File: src/rtl/core/dbc_pkg.sv
// shared constants and register codes for the dalitz boundary check
// no dependencies; imported by every module of the block
package dbc_pkg;

    // default coordinate width, 20 fraction bits throughout (scale cancels)
    localparam int DEF_VALUE_WIDTH = 32;

    // configuration port geometry
    localparam int APB_DATA_W = 32;
    localparam int APB_ADDR_W = 4;

    // four parallel checks, seven registered stages per check, one output stage
    localparam int NUM_LANES   = 4;
    localparam int LANE_STAGES = 7;
    localparam int PIPE_STAGES = LANE_STAGES + 1;

    // check mode codes
    localparam logic FUNC_TWO   = 1'b0;
    localparam logic FUNC_THREE = 1'b1;

    // register index codes
    typedef enum logic [1:0] {
        REG_PARENT = 2'd0,
        REG_FIRST  = 2'd1,
        REG_SECOND = 2'd2,
        REG_THIRD  = 2'd3
    } t_reg_idx;

endpackage

File: src/rtl/core/dbc_regs.sv
// configuration registers with apb access for the four squared masses
// depends on dbc_pkg
module dbc_regs import dbc_pkg::*; #(
    parameter int VALUE_WIDTH = DEF_VALUE_WIDTH
) (
    input  logic                   i_clk,
    input  logic                   i_rst_n,
    input  logic                   psel,
    input  logic                   penable,
    input  logic                   pwrite,
    input  logic [APB_ADDR_W-1:0]  paddr,
    input  logic [APB_DATA_W-1:0]  pwdata,
    output logic [APB_DATA_W-1:0]  prdata,
    output logic                   pready,
    output logic [VALUE_WIDTH-1:0] o_parent,
    output logic [VALUE_WIDTH-1:0] o_first,
    output logic [VALUE_WIDTH-1:0] o_second,
    output logic [VALUE_WIDTH-1:0] o_third
);

    logic [VALUE_WIDTH-1:0] r_parent, r_first, r_second, r_third;
    t_reg_idx               idx;
    logic                   wr_en;

    assign idx    = t_reg_idx'(paddr[APB_ADDR_W-1:2]);
    assign wr_en  = psel & penable & pwrite;
    assign pready = 1'b1;

    // register writes
    always_ff @(posedge i_clk) begin
        if (!i_rst_n) begin
            r_parent <= '0;
            r_first  <= '0;
            r_second <= '0;
            r_third  <= '0;
        end else if (wr_en) begin
            unique case (idx)
                REG_PARENT: r_parent <= VALUE_WIDTH'(pwdata);
                REG_FIRST:  r_first  <= VALUE_WIDTH'(pwdata);
                REG_SECOND: r_second <= VALUE_WIDTH'(pwdata);
                REG_THIRD:  r_third  <= VALUE_WIDTH'(pwdata);
            endcase
        end
    end

    // read back
    always_comb begin
        unique case (idx)
            REG_PARENT: prdata = APB_DATA_W'(r_parent);
            REG_FIRST:  prdata = APB_DATA_W'(r_first);
            REG_SECOND: prdata = APB_DATA_W'(r_second);
            REG_THIRD:  prdata = APB_DATA_W'(r_third);
        endcase
    end

    assign o_parent = r_parent;
    assign o_first  = r_first;
    assign o_second = r_second;
    assign o_third  = r_third;

endmodule

File: config.mk
export PLATFORM = sky130hd
export DESIGN_NAME = dbc_regs
export DESIGN_NICKNAME = d
export VERILOG_FILES = /design/src/rtl/core/dbc_pkg.sv /design/src/rtl/core/dbc_regs.sv
export SDC_FILE = /design/constraint.sdc
export NUM_CORES = 1
export LEC_CHECK = 0
export CELL_PAD_IN_SITES_DETAIL_PLACEMENT = 1
export CELL_PAD_IN_SITES_GLOBAL_PLACEMENT = 1
export CORE_MARGIN = 3
export CORE_UTILIZATION = 43
export CTS_CLUSTER_DIAMETER = 30
export CTS_CLUSTER_SIZE = 10
export DETAILED_ROUTE_END_ITERATION = 10
export DONT_BUFFER_PORTS = 1
export PLACE_DENSITY = 0.79
export SETUP_SLACK_MARGIN = 0.2
export SLEW_MARGIN = 15
export SYNTH_ARGS = -nofsm -noshare
export SYNTH_HDL_FRONTEND = slang
export SYNTH_SLANG_ARGS = --single-unit
File: constraint.sdc
create_clock -name i_clk -period 2.57 [get_ports i_clk]
set_input_delay 0.3855 -clock i_clk [delete_from_list [all_inputs] [get_ports i_clk]]
set_output_delay 0.3855 -clock i_clk [all_outputs]
set_load 0.005 [all_outputs]
; After elaboration in Yosys (flattened, before gate mapping)
; Cells that the tools add are included.
[totals]
in_bits = 41
elab_cells = 15
output_inout_bits = 161
reg_bits = 128
[classes]
n_reduce_logical = 5
bitwise_logic = 2
n_eq_ne = 3
mux = 1
[op_table]
columns = op, n
row1 = case mux 32 bit (4 select lines), 1
row2 = AND reduction 2 bit, 4
row3 = "equality test 2 bit, second input constant", 2
row4 = AND 1 bit, 2
row5 = "equality test 2 x 1 -> 1 bit, second input constant", 1
row6 = zero test 2 bit, 1

; Logic depth before layout (Yosys ltp)
; Gate-level depths: netlist of the first run.
[logic_depth]
depth_word = 3
ltp_mapped = 6

; Worst setup path before layout of the first run
; No wires, ideal clock.
[synth_timing]
path_kind = input-to-output
from = input paddr[3]
to = output prdata[0]
arrival_ns = 1.365
path_stages = 4
slack_ns = 0.819
t_required_ns = 2.184
cell_sequence = buf_4 -> buf_2 -> buf_2 -> mux4_2
[synth_via]
elab_chain_len = 2
word_cells_on_any_way = 5
classes_between = 3 x eq/ne / 1 x mux / 1 x reduce/logical
[synth_lines]
columns = item, line
row1 = from (decl), dbc_regs.sv:11  ; input logic [APB_ADDR_W-1:0] paddr,
row2 = "equality test 2 bit, or another cell as far along", dbc_regs.sv:48  ; unique case (idx)
row3 = case mux 32 bit (4 select lines) (*), dbc_regs.sv:48
row4 = to (decl), dbc_regs.sv:13  ; output logic [APB_DATA_W-1:0] prdata,
; Every way passes the cells marked *; elsewhere a longest branch is shown, timed or not.

; Worst setup path in the final report of the first run
[layout_timing]
from = register r_parent[20], in the netlist o_parent[20]
to = output prdata[20]
[layout_via]
elab_chain_len = 1
[layout_lines]
columns = item, line
row1 = from (decl), dbc_regs.sv:21  ; logic [VALUE_WIDTH-1:0] r_parent, r_first, r_second, r_third;
row2 = from (signal assigned), dbc_regs.sv:38  ; REG_PARENT: r_parent <= VALUE_WIDTH'(pwdata);
row3 = case mux 32 bit (4 select lines), dbc_regs.sv:48
; No other way between the ends.

==> results of run 1 <==
worst register-to-register path, cell delays in order, from the launching register on:
cell	delay [ps]
dfxtp_1	390
nand2_1	90
mux2i_1	180
through the flow:
stage	worst slack (ps)	hold slack, ps	area, um2	instances
after floorplan	819	461	5470	497
after CTS	875	118	6070	660
after global routing	850	120	6070	660
after detailed placement	702	482	5510	630
final	892	128	6070	660
after global placement	744	474	5510	630
synth_stat cells (8+ instances only):
cell | number | area [um2]
nand2_1 | 160 | 601
dfxtp_1 | 128 | 2560
mux2i_1 | 128 | 1280
mux4_2 | 32 | 721
clkbuf_1 | 14 | 52.6
buf_2 | 11 | 55.1
buf_4 | 8 | 60.1
buf_6 | 8 | 90.1
cell families (layout without fill, tap and decap cells):
family	after synthesis	after routing	share of synthesized area, %
muxes	160	160	36.6
DFF	128	128	46.8
other	1	1	0.0686
buffers and inverters	42	37	4.78
and+or+nand+nor	166	166	11.7
state kept, by name, indices dropped and copies added, names as in the netlist:
| register | count |
|---|---|
| o_first | 32 |
| o_parent | 32 |
| o_second | 32 |
| o_third | 32 |
layer usage:
layer / GRT usage, % / routed length (um)
met4: 5.43 / 91
met1: 23.9 / 5580
met3: 6.99 / 1100
met2: 35.1 / 7490
met5: 0 / 0
how the worst max path moves through the flow:
stage | from | to
2_1_floorplan | paddr[3] | prdata[0]
3_3_place_gp | pwrite | o_first[6]
3_5_place_dp | pwrite | o_first[7]
4_1_cts | o_third[20] | prdata[20]
5_1_grt | o_third[20] | prdata[20]
6_report | o_parent[20] | prdata[20]
layout make-up:
cell class / count / share of cell area (%)
well taps: 168 / 3.46
repair buffers: 6 / 1.15
clock inverters: 7 / 1.40
inverters: 1 / 0.0619
clock buffers: 23 / 7.88
flip-flops and latches: 128 / 42.2
multi-input cells: 327 / 43.8
where the power goes:
group / total (uW) / switching [uW] / leakage (uW) / internal (uW)
Sequential: 2040 / 28.2 / 0.00103 / 2010
Combinational: 132 / 65.5 / 0.00119 / 66.2
Clock: 2290 / 808 / 0.000282 / 1480
==> impl_results.md, run 1 <==
* Layout area overhead at 10.9%
* Largest net degree at the start of global routing at 161
* Leak pwr at 0.00251 uW
* Tightest Pin Transition at roughly 630 ps
* Clock Latency Late Sink at approximately 400 ps
* Fraction of layout instances using a drive strength above 1 at between 10% and 20%
* Die height at about 120 um
* # DRC at 0
* Fin. Hold Viols at 0
* Commonest cells after routing, fill and taps aside: nand2_1, mux2i_1, dfxtp_1
* CP top delay family: multiplexers
* Final Max Slew Viols at 0
* Vias in the first global route at 4029
* Routability-driven placement congestion ratio at 0.759
* Cell area after synthesis at 5470 um2
* Buf/Inv on CP at 0
* DP Wirelength at 9260 um
* Hold Path Sink: o_second[12]
* Core area at 12200 um2
* CP required at ~2200 ps
* CTS Buffer Depth at 2
* CP Depth at 1
* Input/output buffers at 0
* Clock transition at path regs at 50 ps
* Hold path depth at 2
* Worst Hold Launch: i_rst_n
* Final worst path period share at 65.3%
* Starting Density at 44.8%
* Syn_area_per_cell at between 10 and 15 um2
* # diodes at 0
* Yosys reg bits at 128
* Area of the multi-input gates at about 2700 um2
* # setup viols final at 0
* CTS root buf: clkbuf_16
* CTS hold repair buffers at 0
* Drt pass-1 iters at 4
* R2R Path End: o_parent[9]
* Std cell rows at 40
* CTS Buf Count at 17
* Critical R2R Launch: o_parent[9]
* Crit path cell chain: mux4_2
* Total GRT Usage at 20.3%
* Layout Utilization at 49.7%
* Pwr/cell area at 736 nW/um2
* Setup TNS at 0 ps
* Ys async rst share at 0%
* Boundary pin count at about 200
* WL per Instance at 21.6 um
* Total power at about 4500 uW
* Critical Path Max Stage Delay at 530 ps
* Max Clock Skew at 0 ps
* Register area at 2560 um2
* Die area at 14100 um2
* CP endpoint kind: output port
* Max VDD drop at roughly 0.37 mV
* Slew margin rel. at a little under 60%
* Hold Crit Class: primary input to register
* Chip Width at 119 um
* Final #Nets at 522
* MaxCap Viol Count at 0
* Wire length of the first global-routing pass at 22600 um
* Mapped Cells at between 400 and 500
* RSZ-0062 raised after global routing: no
* CP max-delay cell: mux4_2
* Post-DRT Antenna Nets at 0
* Ys Warns at 0
* Max Clk Rate at 596 MHz
* Status: completed
* Total global routing overflow at 0
* Post-synth EDFFs at 0
* Crit path DAT at 1290 ps
* Via count at around 3700
* Post-Route WL at 14300 um
* Critical Path Source Type: register
* Syn Nets at between 500 and 600
* Synth unique cells at 16
* Worst Path Class, Setup: register to output port
* CP Max Fanout at 3
* CTS sink cnt at 128
* Cells on worst reg2reg path at 2
* FF-to-FF setup slack at 1830 ps
* H-tree depth at 4
* Commonest non-fill, non-tap cell in the layout: nand2_1
* Post-route minimum period at approximately 1700 ps
* Via density at between 5 and 6
* CTS tree: built
* Post-synthesis sequential area ratio at 46.8%
* Antenna violations before repair at 0
* CTS resizes at 0
* Fillcell total at 1333
* Starting DRT DRC Count at 202
* Main synth FF type: dfxtp_1
* Postcts setup bufs at 0
Power figures use the tool's default switching activity.
==> run 2: changes to the inputs <==
==> constraint.sdc (replaced) <==
create_clock -name i_clk -period 1.65 [get_ports i_clk]
set_input_delay 0.2475 -clock i_clk [delete_from_list [all_inputs] [get_ports i_clk]]
set_output_delay 0.2475 -clock i_clk [all_outputs]
set_load 0.005 [all_outputs]
==> run 2 against run 1 <==
Die area stayed put. Worst hold slack worse by 88 ps. Cell count is 5.2% higher. Register-to-register slack worse by 1400 ps. Clock-buffer cell count stayed put. Non-clock buffer count is 32 higher. Final area is 7.8% higher.
==> impl_results.md, run 2 (synthesis gave the netlist of run 1 again) <==
* Status: completed
* Final Max Slew Viols at 0 (unchanged)
* WL per Instance at 23.8 um (+10%)
* Antenna violations before repair at 0 (unchanged)
* Place WS at 192 ps (-510 ps)
* RSZ-0062 raised after global routing: yes
* Setup TNS at 0 ps (unchanged)
* CTS root buf: clkbuf_16
* NetSw at 1560 uW (+73%)
* Postcts setup bufs at 0 (unchanged)
* Via density at 5.73 (+1.6%)
* CP endpoint kind: output port
* Routability-driven placement congestion ratio at 0.769 (+1.3%)
* DP Wirelength at 9450 um (+2.0%)
* Drt pass-1 iters at 5 (+1)
* Largest net degree at the start of global routing at 73 (-55%)
* Hold Crit Class: primary input to register
* CTS Buffer Depth at 2 (unchanged)
* Total power at 6930 uW (+55%)
* CP required at 1400 ps (-780 ps)
* MaxCap Viol Count at 0 (unchanged)
* WHS at 40.7 ps (-87.6 ps)
* Tightest Pin Transition at 577 ps (-54.4 ps)
* FF-to-FF setup slack at 410 ps (-1420 ps)
* Wire length of the first global-routing pass at 26100 um (+15%)
* Slew margin rel. at 61.4% (+3.5 points)
* Final worst path period share at 91.2%
* Max VDD drop at 0.607 mV (+62%)
* Total global routing overflow at 0 (unchanged)
* Placement Cell Area at 5530 um2 (+0.36%)
* Clock share of power at 50.0% (-1.3 points)
* Std cell rows at 40 (unchanged)
* Pwr/cell area at 1060 nW/um2 (+44%)
* Fin area at 6540 um2 (+7.8%)
* R2R Path End: o_second[15]
* Critical Path Max Stage Delay at 510 ps (-20 ps)
* CP top delay family: multiplexers
* Most used routing layer: met2
* CTS sink cnt at 128 (unchanged)
* Post-route minimum period at around 1500 ps
* Crit path DAT at 1260 ps (-30 ps)
* Max Clk Rate at between 600 and 700 MHz
* CP Max Fanout at 3 (unchanged)
* Via count at 3975 (+6.9%)
* Boundary pin count at 202 (unchanged)
* Hold Path Sink: o_third[5]
* # DRC at 0 (unchanged)
* Layout area overhead at 19.6%
* Fraction of layout instances using a drive strength above 1 at 33.3% (+19 points)
* Met1 usage at 27.6% (+3.7 points)
* Input/output buffers at 0 (unchanged)
* # diodes at 0 (unchanged)
* Combinational share of power at 4.0% (+1.1 points)
* H-tree depth at 4 (unchanged)
* Core area at 12200 um2 (unchanged)
* CTS Buf Count at 17 (unchanged)
* Critical Path Source Type: register
* Starting DRT DRC Count at 209 (+3.5%)
* Routing usage on met2 at 42.0% (+6.9 points)
* Chip Width at 119 um (unchanged)
* Commonest cells after routing, fill and taps aside: nand2_1, mux2i_1, dfxtp_2
* Clock Latency Late Sink at 410 ps (about the same)
* Die height at 119 um (unchanged)
* CTS tree: built
* Buf/Inv on CP at 0 (unchanged)
* CP max-delay cell: mux4_2
* Leak pwr at 0.00261 uW (+4.1%)
* Worst Hold Launch: i_rst_n
* # setup viols final at 0 (unchanged)
* Total GRT Usage at 24.0% (+3.7 points)
* Critical R2R Launch: o_second[15]
* Die area at 14100 um2 (unchanged)
* Fin. Hold Viols at 0 (unchanged)
* Starting Density at 44.8% (unchanged)
* Post-DRT Antenna Nets at 0 (unchanged)
* Clock transition at path regs at 50 ps (about the same)
* Met3 Track Usage GR at 7.89% (+0.91 points)
* Max Clock Skew at 0 ps (unchanged)
* Slack of the critical path at 146 ps (-746 ps)
* Post-Route WL at 16500 um (+16%)
* Worst Path Class, Setup: register to output port
* Hold path depth at 2 (unchanged)
* Cells on worst reg2reg path at 3 (+1)
* Commonest non-fill, non-tap cell in the layout: nand2_1
* Crit path cell chain: mux4_2
* Pint at 5370 uW (+51%)
* Sw frac at 22.5% (+2.3 points)
* Fillcell total at 1299 (-2.6%)
* Vias in the first global route at 4475 (+11%)
* Seq pwr share at 45.9% (+0.2 points)
* Final #Nets at 554 (+6.1%)
[run 2: cell types whose count changed in the layout (fill, tap and decap cells not counted)]
cell	previous run	this run
dlygate4sd3_1	0	29
dfxtp_2	0	98
dfxtp_1	128	30
clkbuf_8	3	5
clkbuf_1	3	1
clkinvlp_4	0	5
buf_16	0	1
buf_12	2	4
bufinv_16	2	0
clkinv_2	5	4
[run 2: worst register-to-register path: cells and delay by family, from the launching register on]
family	cells	cell delay, ps
multiplexers	1	120
AND/OR/NAND/NOR	1	90
buffers and inverters	1	590
flip-flops	1	370
[run 2: through the flow]
stage	instances	util, %
finish	694	53.6
global route	694	53.6
CTS	694	53.4
detailed placement	631	45.2
global placement	631	45.2
floorplan	497	-
[run 2: routing by layer]
layer | vias up | share of wire [%]
met1 | 2054 | 40
li1 | 1746 | -
met2 | 160 | 52
met4 | 0 | 1.2
met5 | - | 0
met3 | 15 | 6.8
[run 2: power groups by stage]
stage | Clock (uW) | Sequential [uW] | Combinational [uW]
final | 3470 | 3180 | 280
after global routing | 3700 | 3190 | 302
after CTS | 3530 | 3180 | 281
after detailed placement | 0 | 3240 | 208
after global placement | 0 | 3240 | 196
after floorplan | 0 | 3230 | 264
[run 2: worst max-delay path by stage]
stage | start | end | cells after the start
floorplan | paddr[2] | prdata[10] | 3
global placement | pwrite | o_first[19] | 4
detailed placement | pwrite | o_first[9] | 4
CTS | o_third[19] | prdata[19] | 1
global route | o_third[19] | prdata[19] | 1
finish | o_third[19] | prdata[19] | 1
[run 2: what timing repair did]
item,4_1_cts,5_1_grt
hold endpoints to repair,78,0
hold buffers,31,0
gates resized for setup,85,13
endpoints found under the setup margin,32,32
[run 2: layout make-up]
cell class              count  area, um2  share of cell area [%]
clock buffers              23        498                    7.61
flip-flops and latches    128       2690                    41.0
multi-input cells         327       2660                    40.6
repair buffers             38        428                    6.54
inverters                   1       3.75                  0.0574
clock inverters             9       57.6                   0.880
well taps                 168        210                    3.21
